==> src/rtl/utf8v_pkg.sv <==
// ============================================================================
// UTF-8 validator package
// Decoder state type and the byte and code point limits for UTF-8 checking.
// ============================================================================
package utf8v_pkg;

    // Byte ranges
    localparam logic [7:0] CONT_MASK   = 8'hc0;
    localparam logic [7:0] CONT_TAG    = 8'h80;
    localparam logic [7:0] ASCII_LIMIT = 8'h80;
    localparam logic [7:0] LEAD2_LO    = 8'hc2;
    localparam logic [7:0] LEAD2_HI    = 8'hdf;
    localparam logic [7:0] LEAD3_LO    = 8'he0;
    localparam logic [7:0] LEAD3_HI    = 8'hef;
    localparam logic [7:0] LEAD4_LO    = 8'hf0;
    localparam logic [7:0] LEAD4_HI    = 8'hf4;

    // Code point limits
    localparam logic [20:0] CP_MIN2      = 21'h000080;
    localparam logic [20:0] CP_MIN3      = 21'h000800;
    localparam logic [20:0] CP_MIN4      = 21'h010000;
    localparam logic [20:0] CP_MAX       = 21'h10ffff;
    localparam logic [20:0] SURROGATE_LO = 21'h00d800;
    localparam logic [20:0] SURROGATE_HI = 21'h00dfff;

    // Lead byte class, for the overlong check
    typedef enum logic [1:0] {
        CLS_NONE  = 2'd0,
        CLS_TWO   = 2'd1,
        CLS_THREE = 2'd2,
        CLS_FOUR  = 2'd3
    } seq_class_t;

    typedef struct packed {
        logic [1:0]  pending;    // continuation bytes still expected
        logic [20:0] code_point; // bits gathered so far
        seq_class_t  seq_class;
        logic        error_seen; // sticky until end of string
    } dec_state_t;

    localparam dec_state_t STATE_CLEAR = '{
        pending:    2'd0,
        code_point: 21'd0,
        seq_class:  CLS_NONE,
        error_seen: 1'b0
    };

    localparam dec_state_t STATE_ERROR = '{
        pending:    2'd0,
        code_point: 21'd0,
        seq_class:  CLS_NONE,
        error_seen: 1'b1
    };

endpackage

==> src/rtl/utf8v_step.sv <==
// ============================================================================
// UTF-8 validator step logic
// Next decoder state and end-of-string verdict for one byte transaction.
// ============================================================================
module utf8v_step (
    input  utf8v_pkg::dec_state_t cur_state,
    input  logic [7:0]            data_byte,
    input  logic                  byte_present,
    input  logic                  end_of_string,
    output utf8v_pkg::dec_state_t next_state,
    output logic                  string_valid
);
    import utf8v_pkg::*;

    dec_state_t  after_byte;
    logic [20:0] cp_shift;
    logic [1:0]  pend_dec;
    logic [20:0] cp_min;
    logic        cp_bad;

    assign cp_shift = {cur_state.code_point[14:0], data_byte[5:0]};
    assign pend_dec = cur_state.pending - 2'd1;

    always_comb begin
        case (cur_state.seq_class)
            CLS_TWO:   cp_min = CP_MIN2;
            CLS_THREE: cp_min = CP_MIN3;
            default:   cp_min = CP_MIN4;
        endcase
    end

    // overlong, out of range, or surrogate
    assign cp_bad = (cp_shift < cp_min) || (cp_shift > CP_MAX)
                 || ((cp_shift >= SURROGATE_LO) && (cp_shift <= SURROGATE_HI));

    always_comb begin
        after_byte = cur_state;
        if (byte_present && !cur_state.error_seen) begin
            if (cur_state.pending != 2'd0) begin
                if ((data_byte & CONT_MASK) != CONT_TAG) begin
                    after_byte = STATE_ERROR;
                end else if (pend_dec == 2'd0) begin
                    after_byte = cp_bad ? STATE_ERROR : STATE_CLEAR;
                end else begin
                    after_byte.pending    = pend_dec;
                    after_byte.code_point = cp_shift;
                end
            end else if (data_byte == 8'h00) begin
                after_byte = STATE_ERROR;
            end else if (data_byte < ASCII_LIMIT) begin
                after_byte = cur_state;
            end else if (data_byte inside {[LEAD2_LO:LEAD2_HI]}) begin
                after_byte.pending    = 2'd1;
                after_byte.code_point = {16'd0, data_byte[4:0]};
                after_byte.seq_class  = CLS_TWO;
            end else if (data_byte inside {[LEAD3_LO:LEAD3_HI]}) begin
                after_byte.pending    = 2'd2;
                after_byte.code_point = {17'd0, data_byte[3:0]};
                after_byte.seq_class  = CLS_THREE;
            end else if (data_byte inside {[LEAD4_LO:LEAD4_HI]}) begin
                after_byte.pending    = 2'd3;
                after_byte.code_point = {18'd0, data_byte[2:0]};
                after_byte.seq_class  = CLS_FOUR;
            end else begin
                after_byte = STATE_ERROR;
            end
        end
    end

    assign string_valid = !after_byte.error_seen && (after_byte.pending == 2'd0);
    assign next_state   = end_of_string ? STATE_CLEAR : after_byte;

endmodule

==> src/rtl/utf8_string_validator.sv <==
// ============================================================================
// UTF-8 string validator
// Checks a byte stream string by string and returns one verdict per string.
// ============================================================================
// Verdict path: input register, then result register, then m_tvalid.
// Throughput: one transaction per cycle; a string end waits on a held result;
//   rate set by the decoder update between the input and state registers.
// Reset: synchronous, active low; clears both valid flags and decoder state.
// ============================================================================
module utf8_string_validator (
    input  logic       aclk,
    input  logic       aresetn,
    // input stream
    input  logic       s_tvalid,
    output logic       s_tready,
    input  logic [7:0] s_tdata,   // [7:0] data_byte
    input  logic       s_tuser,   // [0] byte_present
    input  logic       s_tlast,   // end_of_string
    // result stream
    output logic       m_tvalid,
    input  logic       m_tready,
    output logic [7:0] m_tdata    // [0] string_valid, [7:1] zero
);
    import utf8v_pkg::*;

    // Input register stage
    logic       in_valid_reg;
    logic [7:0] in_byte_reg;
    logic       in_present_reg;
    logic       in_last_reg;

    // Decoder state
    dec_state_t state_reg;
    dec_state_t state_next;
    logic       verdict;

    // Result register
    logic       out_valid_reg;
    logic       out_data_reg;

    logic       advance;
    logic       s_accept;

    // The staged transaction moves on unless it ends a string and the result
    // slot is still occupied. Transactions without a result never stall.
    assign advance  = in_valid_reg && (!in_last_reg || !out_valid_reg || m_tready);
    assign s_tready = !in_valid_reg || advance;
    assign s_accept = s_tvalid && s_tready;

    always_ff @(posedge aclk) begin
        if (!aresetn) begin
            in_valid_reg <= 1'b0;
        end else if (s_tready) begin
            in_valid_reg <= s_tvalid;
        end
    end

    always_ff @(posedge aclk) begin
        if (s_accept) begin
            in_byte_reg    <= s_tdata;
            in_present_reg <= s_tuser;
            in_last_reg    <= s_tlast;
        end
    end

    utf8v_step u_step (
        .cur_state     (state_reg),
        .data_byte     (in_byte_reg),
        .byte_present  (in_present_reg),
        .end_of_string (in_last_reg),
        .next_state    (state_next),
        .string_valid  (verdict)
    );

    always_ff @(posedge aclk) begin
        if (!aresetn) begin
            state_reg <= STATE_CLEAR;
        end else if (advance) begin
            state_reg <= state_next;
        end
    end

    // Verdict register: loads when an end-of-string transaction advances
    always_ff @(posedge aclk) begin
        if (!aresetn) begin
            out_valid_reg <= 1'b0;
        end else if (advance && in_last_reg) begin
            out_valid_reg <= 1'b1;
        end else if (m_tready) begin
            out_valid_reg <= 1'b0;
        end
    end

    always_ff @(posedge aclk) begin
        if (advance && in_last_reg) begin
            out_data_reg <= verdict;
        end
    end

    assign m_tvalid = out_valid_reg;
    assign m_tdata  = {7'd0, out_data_reg};

endmodule
==> config.mk <==
export PLATFORM = sky130hd
export DESIGN_NAME = utf8_string_validator
export DESIGN_NICKNAME = d
export VERILOG_FILES = /design/src/rtl/utf8v_pkg.sv /design/src/rtl/utf8v_step.sv /design/src/rtl/utf8_string_validator.sv
export SDC_FILE = /design/constraint.sdc
export NUM_CORES = 1
export LEC_CHECK = 0
export BUFFER_PORTS_ARGS = -buffer_cell sky130_fd_sc_hd__buf_2
export CAP_MARGIN = 10
export CORE_UTILIZATION = 56
export CTS_CLUSTER_DIAMETER = 200
export DETAILED_ROUTE_END_ITERATION = 16
export PLACE_DENSITY = 0.84
export SLEW_MARGIN = 40
export SYNTH_ARGS = -nofsm -noshare
export SYNTH_HDL_FRONTEND = slang
export SYNTH_SLANG_ARGS = --single-unit
==> constraint.sdc <==
create_clock -name aclk -period 2.45 [get_ports aclk]
set_input_delay 0.1225 -clock aclk [delete_from_list [all_inputs] [get_ports aclk]]
set_output_delay 0.1225 -clock aclk [all_outputs]
set_load 0.05 [all_outputs]
==> results of run 1 <==
-- final cells by class --
class,count,area [um^2],share of cell area
multi-input combinational,128,815,0.416
sequential,33,771,0.394
timing repair buffer,30,210,0.107
clock buffer,7,55.1,0.0281
tap,31,38.8,0.0198
inverter,10,37.5,0.0192
clock inverter,1,30.0,0.0153
-- metrics by stage --
stage	hold slack (ns)	cells	worst slack [ns]
after floorplan	0.221	183	0.367
after global placement	0.300	222	0.241
after detailed placement	0.301	222	0.160
after CTS	0.0464	240	0.124
after global routing	0.0913	240	0.0417
final	0.0589	240	0.152
-- power groups by stage --
stage / Combinational [uW] / Clock, uW / Sequential [uW]
floorplan: 80.3 / 0 / 602
global placement: 95.0 / 0 / 603
detailed placement: 97.1 / 0 / 604
CTS: 109 / 428 / 591
global route: 120 / 450 / 594
finish: 112 / 421 / 592
-- routing by layer --
layer | routed length, um | track usage | up-vias
li1 | - | - | 697
met3 | 174 | 0.0530 | 10
met5 | 0 | 0 | -
met4 | 81 | 0.107 | 0
met1 | 1360 | 0.259 | 681
met2 | 1750 | 0.434 | 49
-- worst max path at each step --
| stage | startpoint | to | slack [ns] |
|---|---|---|---|
| after floorplan | state_reg[24] | out_data_reg | 0.37 |
| after global placement | state_reg[24] | out_data_reg | 0.24 |
| after detailed placement | state_reg[24] | state_reg[13] | 0.16 |
| after CTS | state_reg[24] | state_reg[13] | 0.12 |
| after global routing | state_reg[24] | out_data_reg | 0.04 |
| final | state_reg[24] | out_data_reg | 0.15 |
-- worst max-delay path: stages, from the launching register on --
cell      delay, ns
dfxtp_1        0.41
inv_1          0.08
ha_1           0.25
or3b_2         0.50
or2_2          0.35
a311oi_1       0.37
nor3_1         0.10
-- cells by family after synthesis --
family / count (synthesis) / share of synthesized area
AND/OR/NAND/NOR: 72 / 0.238
AO/OA/AOI/OAI: 43 / 0.184
flip-flops: 33 / 0.460
buffers and inverters: 22 / 0.0702
adder cells (fa/ha/maj): 6 / 0.0448
other: 1 / 0.00224
-- repair_timing --
item,in CTS,in global routing
hold endpoints to repair,10,0
hold buffers,10,0
setup endpoints to repair,0,4
resized for setup,0,1
buffers inserted,0,0
-- cell usage in the layout (no fill, tap or decap), types with 4 or more instances in the layout --
| cell | instances |
|---|---|
| nor2b_1 | 6 |
| o21ai_0 | 4 |
| ha_1 | 6 |
| a31oi_1 | 4 |
| nand2_1 | 19 |
| a32o_1 | 5 |
| a21oi_1 | 7 |
| nor3_1 | 4 |
| edfxtp_1 | 11 |
| inv_1 | 10 |
| clkbuf_4 | 5 |
| buf_4 | 4 |
| conb_1 | 7 |
| buf_2 | 16 |
| nor2_1 | 7 |
| dlygate4sd3_1 | 10 |
| a21boi_0 | 13 |
| dfxtp_1 | 22 |
| nand3_1 | 13 |
==> results.tsv, run 1 <==
metric	value	unit
timing.final.crit_period	2.30	ns
io_pins	24	
rows	19	
reg2reg_to	out_data_reg	
tritoncts	built	
setup_viol	0	
swShare	0.231	
grt_first_pass_wirelength	5900	um
async_reset_ff_frac	0	
syn2layout_area_growth	16.8	%
rsz0062_at_grt	no	
drive_above_1_share	0.158	
hold_path_end	in_valid_reg	
coreArea	2810	um^2
die_area	3210	um^2
die_x	56.7	um
gp_congestion	0.884	
crit_type	flop to flop	
internal_power	865	uW
htreeDepth	2	
grt_remaining_overflow	0	
critical_path.max_fanout	5	
maxCapViolCount	0	
power	1120	uW
grt_max_degree	25	
hpwl	2340	um
antenna_cells	0	
period_share	0.938	
p_switching	260	uW
synth_top_cell_by_area	dfxtp_1	
port_buffers	16	
worstHoldPathType	primary input to flop	
hp-start	s_tvalid	
status	completed	
largest_reg_flops	20	
fin_area	1960	um^2
syn_inst	177	
grt_pass1_vias	1475	
cts.path.max_buffers	2	
synth_flop_cell	dfxtp_1	
die_y	56.7	um
grt_antenna_before_repair	0	
fin_skew	0.00864	ns
r2r-start	state_reg[24]	
firstDrtPassIters	4	
dpl-instance-area	1770	um^2
arrival	2.37	ns
drcViolationCount	0	
end_kind	flop	
finalHoldViolCount	0	
synth.area.top_cells	dfxtp_1, edfxtp_1, a21boi_0, ha_1, nand2_1	
seq_area_frac_synth	0.460	
whs_path_depth	3	
required	2.52	ns
initial_utilization	0.597	
routed_wl	3360	um
reg2reg_slack	0.15	ns
ys_top_cells_by_count	dfxtp_1, nand2_1, a21boi_0, nand3_1, edfxtp_1	
synth_top_area_frac	0.263	
max-vdd-ir-drop	0.598	mV
leakage	0.000755	uW
worst_slew_pin_slew	0.807	ns
wl_per_cell	14.0	um
max_slew_margin	0.462	
drt_iter0_markers	70	
fin_setup_tns	0	ns
syn_area	1680	um^2
synth_edf_count	11	
worstSetupStartpointType	flop	
ant_nets	0	
clk_pin_slew	0.10	ns
pwr-share-seq	0.526	
insertion_delay	0.33	ns
nFillCells	206	
synth-seq-cells	33	
layout.nets	228	
synth_most_common_cell	dfxtp_1	
yosysWarnings	0	
cts.sinks	33	
synth_cell_types	45	
ff2ff_path_depth	6	
timing.fmax	0.435	GHz
final_util	0.698	
root_buffer	clkbuf_4	
p_per_area	575	nW/um^2
vias	1437	
pwr-share-clk	0.374	
numCtsBuffers	5	
grtUsageTotal	0.238	
synth_area_per_cell	9.47	um^2
maxSlewViolCount	0	
routed_via_density	5.99	
p_comb_frac	0.099	
(Power assumes the default switching activity.)
==> run 2: changes to the inputs <==
--- a/config.mk
+++ b/config.mk
@@ -6,7 +6,7 @@
 export NUM_CORES = 1
 export LEC_CHECK = 0
 export BUFFER_PORTS_ARGS = -buffer_cell sky130_fd_sc_hd__buf_2
-export CAP_MARGIN = 10
+export CORE_ASPECT_RATIO = 0.5
 export CORE_UTILIZATION = 56
 export CTS_CLUSTER_DIAMETER = 200
 export DETAILED_ROUTE_END_ITERATION = 16
==> run 2 against run 1 <==
Combinational power hardly changed. Clock power is 5.7% lower. Final area fell by 0.64%. Largest power group unchanged.
==> results.tsv, run 2 (synthesis results as in run 1) <==
metric	value	unit	change
critical_path.max_fanout	5		unchanged
dpl-instance-area	1770	um^2	unchanged
grt_max_degree	25		unchanged
largest_reg_flops	20		unchanged
reg2reg_slack	0.14	ns	about the same
insertion_delay	0.29	ns	-0.04 ns
io_pins	24		unchanged
ant_nets	0		unchanged
clk_pin_slew	0.07	ns	-0.03 ns
status	completed		
firstDrtPassIters	4		unchanged
die_y	40.7	um	-28%
setup_viol	0		unchanged
fin_setup_tns	0	ns	unchanged
p_per_area	566	nW/um^2	-1.5%
htreeDepth	2		unchanged
hpwl	2280	um	-2.6%
worstSetupStartpointType	flop		
finalHoldViolCount	0		unchanged
port_buffers	16		unchanged
die_x	79.4	um	+40%
drive_above_1_share	0.155		-0.00331
max_slew_margin	0.629		+0.167
rows	13		-6
reg2reg_to	out_data_reg		
coreArea	2720	um^2	-3.2%
root_buffer	clkbuf_8		
fin_hold_ws	0.0187	ns	-0.0403 ns
numCtsBuffers	5		unchanged
final_cell_mix	dfxtp_1, nand2_1, buf_2, nand3_1, a21boi_0		
timing.final.crit_period	2.31	ns	+0.00777 ns
cts.path.max_buffers	2		unchanged
postCtsSetupBuffers	0		unchanged
routed_wl	3690	um	+9.8%
required	2.48	ns	-0.04 ns
grtUsageTotal	0.255		+0.0170
drt_iter0_markers	104		+49%
leakage	0.000746	uW	-1.3%
period_share	0.941		+0.00317
die_area	3230	um^2	+0.41%
r2r-start	state_reg[24]		
timing.fmax	0.434	GHz	-0.34%
syn2layout_area_growth	16.1	%	
ff2ff_path_depth	6		unchanged
crit_type	flop to flop		
rsz0062_at_grt	no		
worstHoldPathType	primary input to flop		
layout.nets	226		-0.88%
fin_area	1940	um^2	-0.64%
cts.sinks	33		unchanged
vias	1429		-0.56%
grt_remaining_overflow	0		unchanged
final_util	0.716		+0.0182
final_common_cell	dfxtp_1		
arrival	2.34	ns	-0.03 ns
grt_pass1_vias	1278		-13%
maxCapViolCount	0		unchanged
drcViolationCount	0		unchanged
grt_first_pass_wirelength	5690	um	-3.5%
gp_congestion	0.862		-2.5%
max-vdd-ir-drop	0.558	mV	-6.6%
power	1100	uW	-2.2%
wl_per_cell	15.1	um	+8.0%
end_kind	flop		
initial_utilization	0.617		+0.0195
maxSlewViolCount	0		unchanged
worst_slew_pin_slew	0.543	ns	-0.264 ns
cp-endpoint	out_data_reg		
tritoncts	built		
fin_skew	0.00735	ns	-0.00129 ns
antenna_cells	0		unchanged
routed_via_density	5.86		-2.2%
grt_antenna_before_repair	0		unchanged
crit_start	state_reg[24]		
run 2: cell count changes in the layout (fill, tap and decap cells not counted), sizes merged:
cell / change
dlygate4sd3: -1
bufinv: -1
clkinv: +2
buf: -1
clkbuf: -1
run 2: critical path, stage by stage (launching register included):
cell and delay, ns:
dfxtp_1 0.38, inv_1 0.09, ha_1 0.26, or3b_2 0.51, or2_2 0.36, a311oi_1 0.36
nor3_1 0.09
run 2: area by class of cell:
class	count	area (um^2)
Clock buffer	6	72.6
Clock inverter	2	10.0
Inverter	10	37.5
Sequential cell	33	771
Tap cell	37	46.3
Timing Repair Buffer	28	193
Fill cell	186	772
Multi-Input combinational cell	128	815
run 2: routing by layer:
layer  share of wire  global-route usage  wire, um  up-vias
li1                -                   -         -      692
met1            0.44               0.279      1630      666
met2            0.47               0.457      1730       63
met3           0.072               0.109       264        8
met4           0.017               0.114        63        0
met5               0                   0         0        -
run 2: how the worst min path moves through the flow:
stage / start / end / slack (ns) / cells after the start
after floorplan: s_tdata[0] / in_byte_reg[0] / 0.22 / 0
final: s_tdata[6] / in_byte_reg[6] / 0.02 / 1
after global routing: s_tdata[6] / in_byte_reg[6] / 0.006 / 1
after global placement: s_tdata[7] / in_byte_reg[7] / 0.30 / 1
after CTS: s_tdata[1] / in_byte_reg[1] / 0.00009 / 1
after detailed placement: s_tdata[5] / in_byte_reg[5] / 0.30 / 1
run 2: timing repair:
action	CTS	global route
hold buffers	7	2
endpoints found under the hold margin	7	2
setup endpoints to repair	0	5
gates resized for setup	0	1
run 2: through the flow:
| step | setup WS [ns] | cells |
|---|---|---|
| global placement | 0.234 | 227 |
| global route | 0.0438 | 244 |
| floorplan | 0.367 | 183 |
| CTS | 0.149 | 242 |
| detailed placement | 0.179 | 227 |
| finish | 0.144 | 244 |
run 2: where the power goes:
group	internal [uW]	switching (uW)	leakage, uW
sequential	579	13.9	0.000284
clock	197	200	0.0000450
combinational	40.2	70.4	0.000416
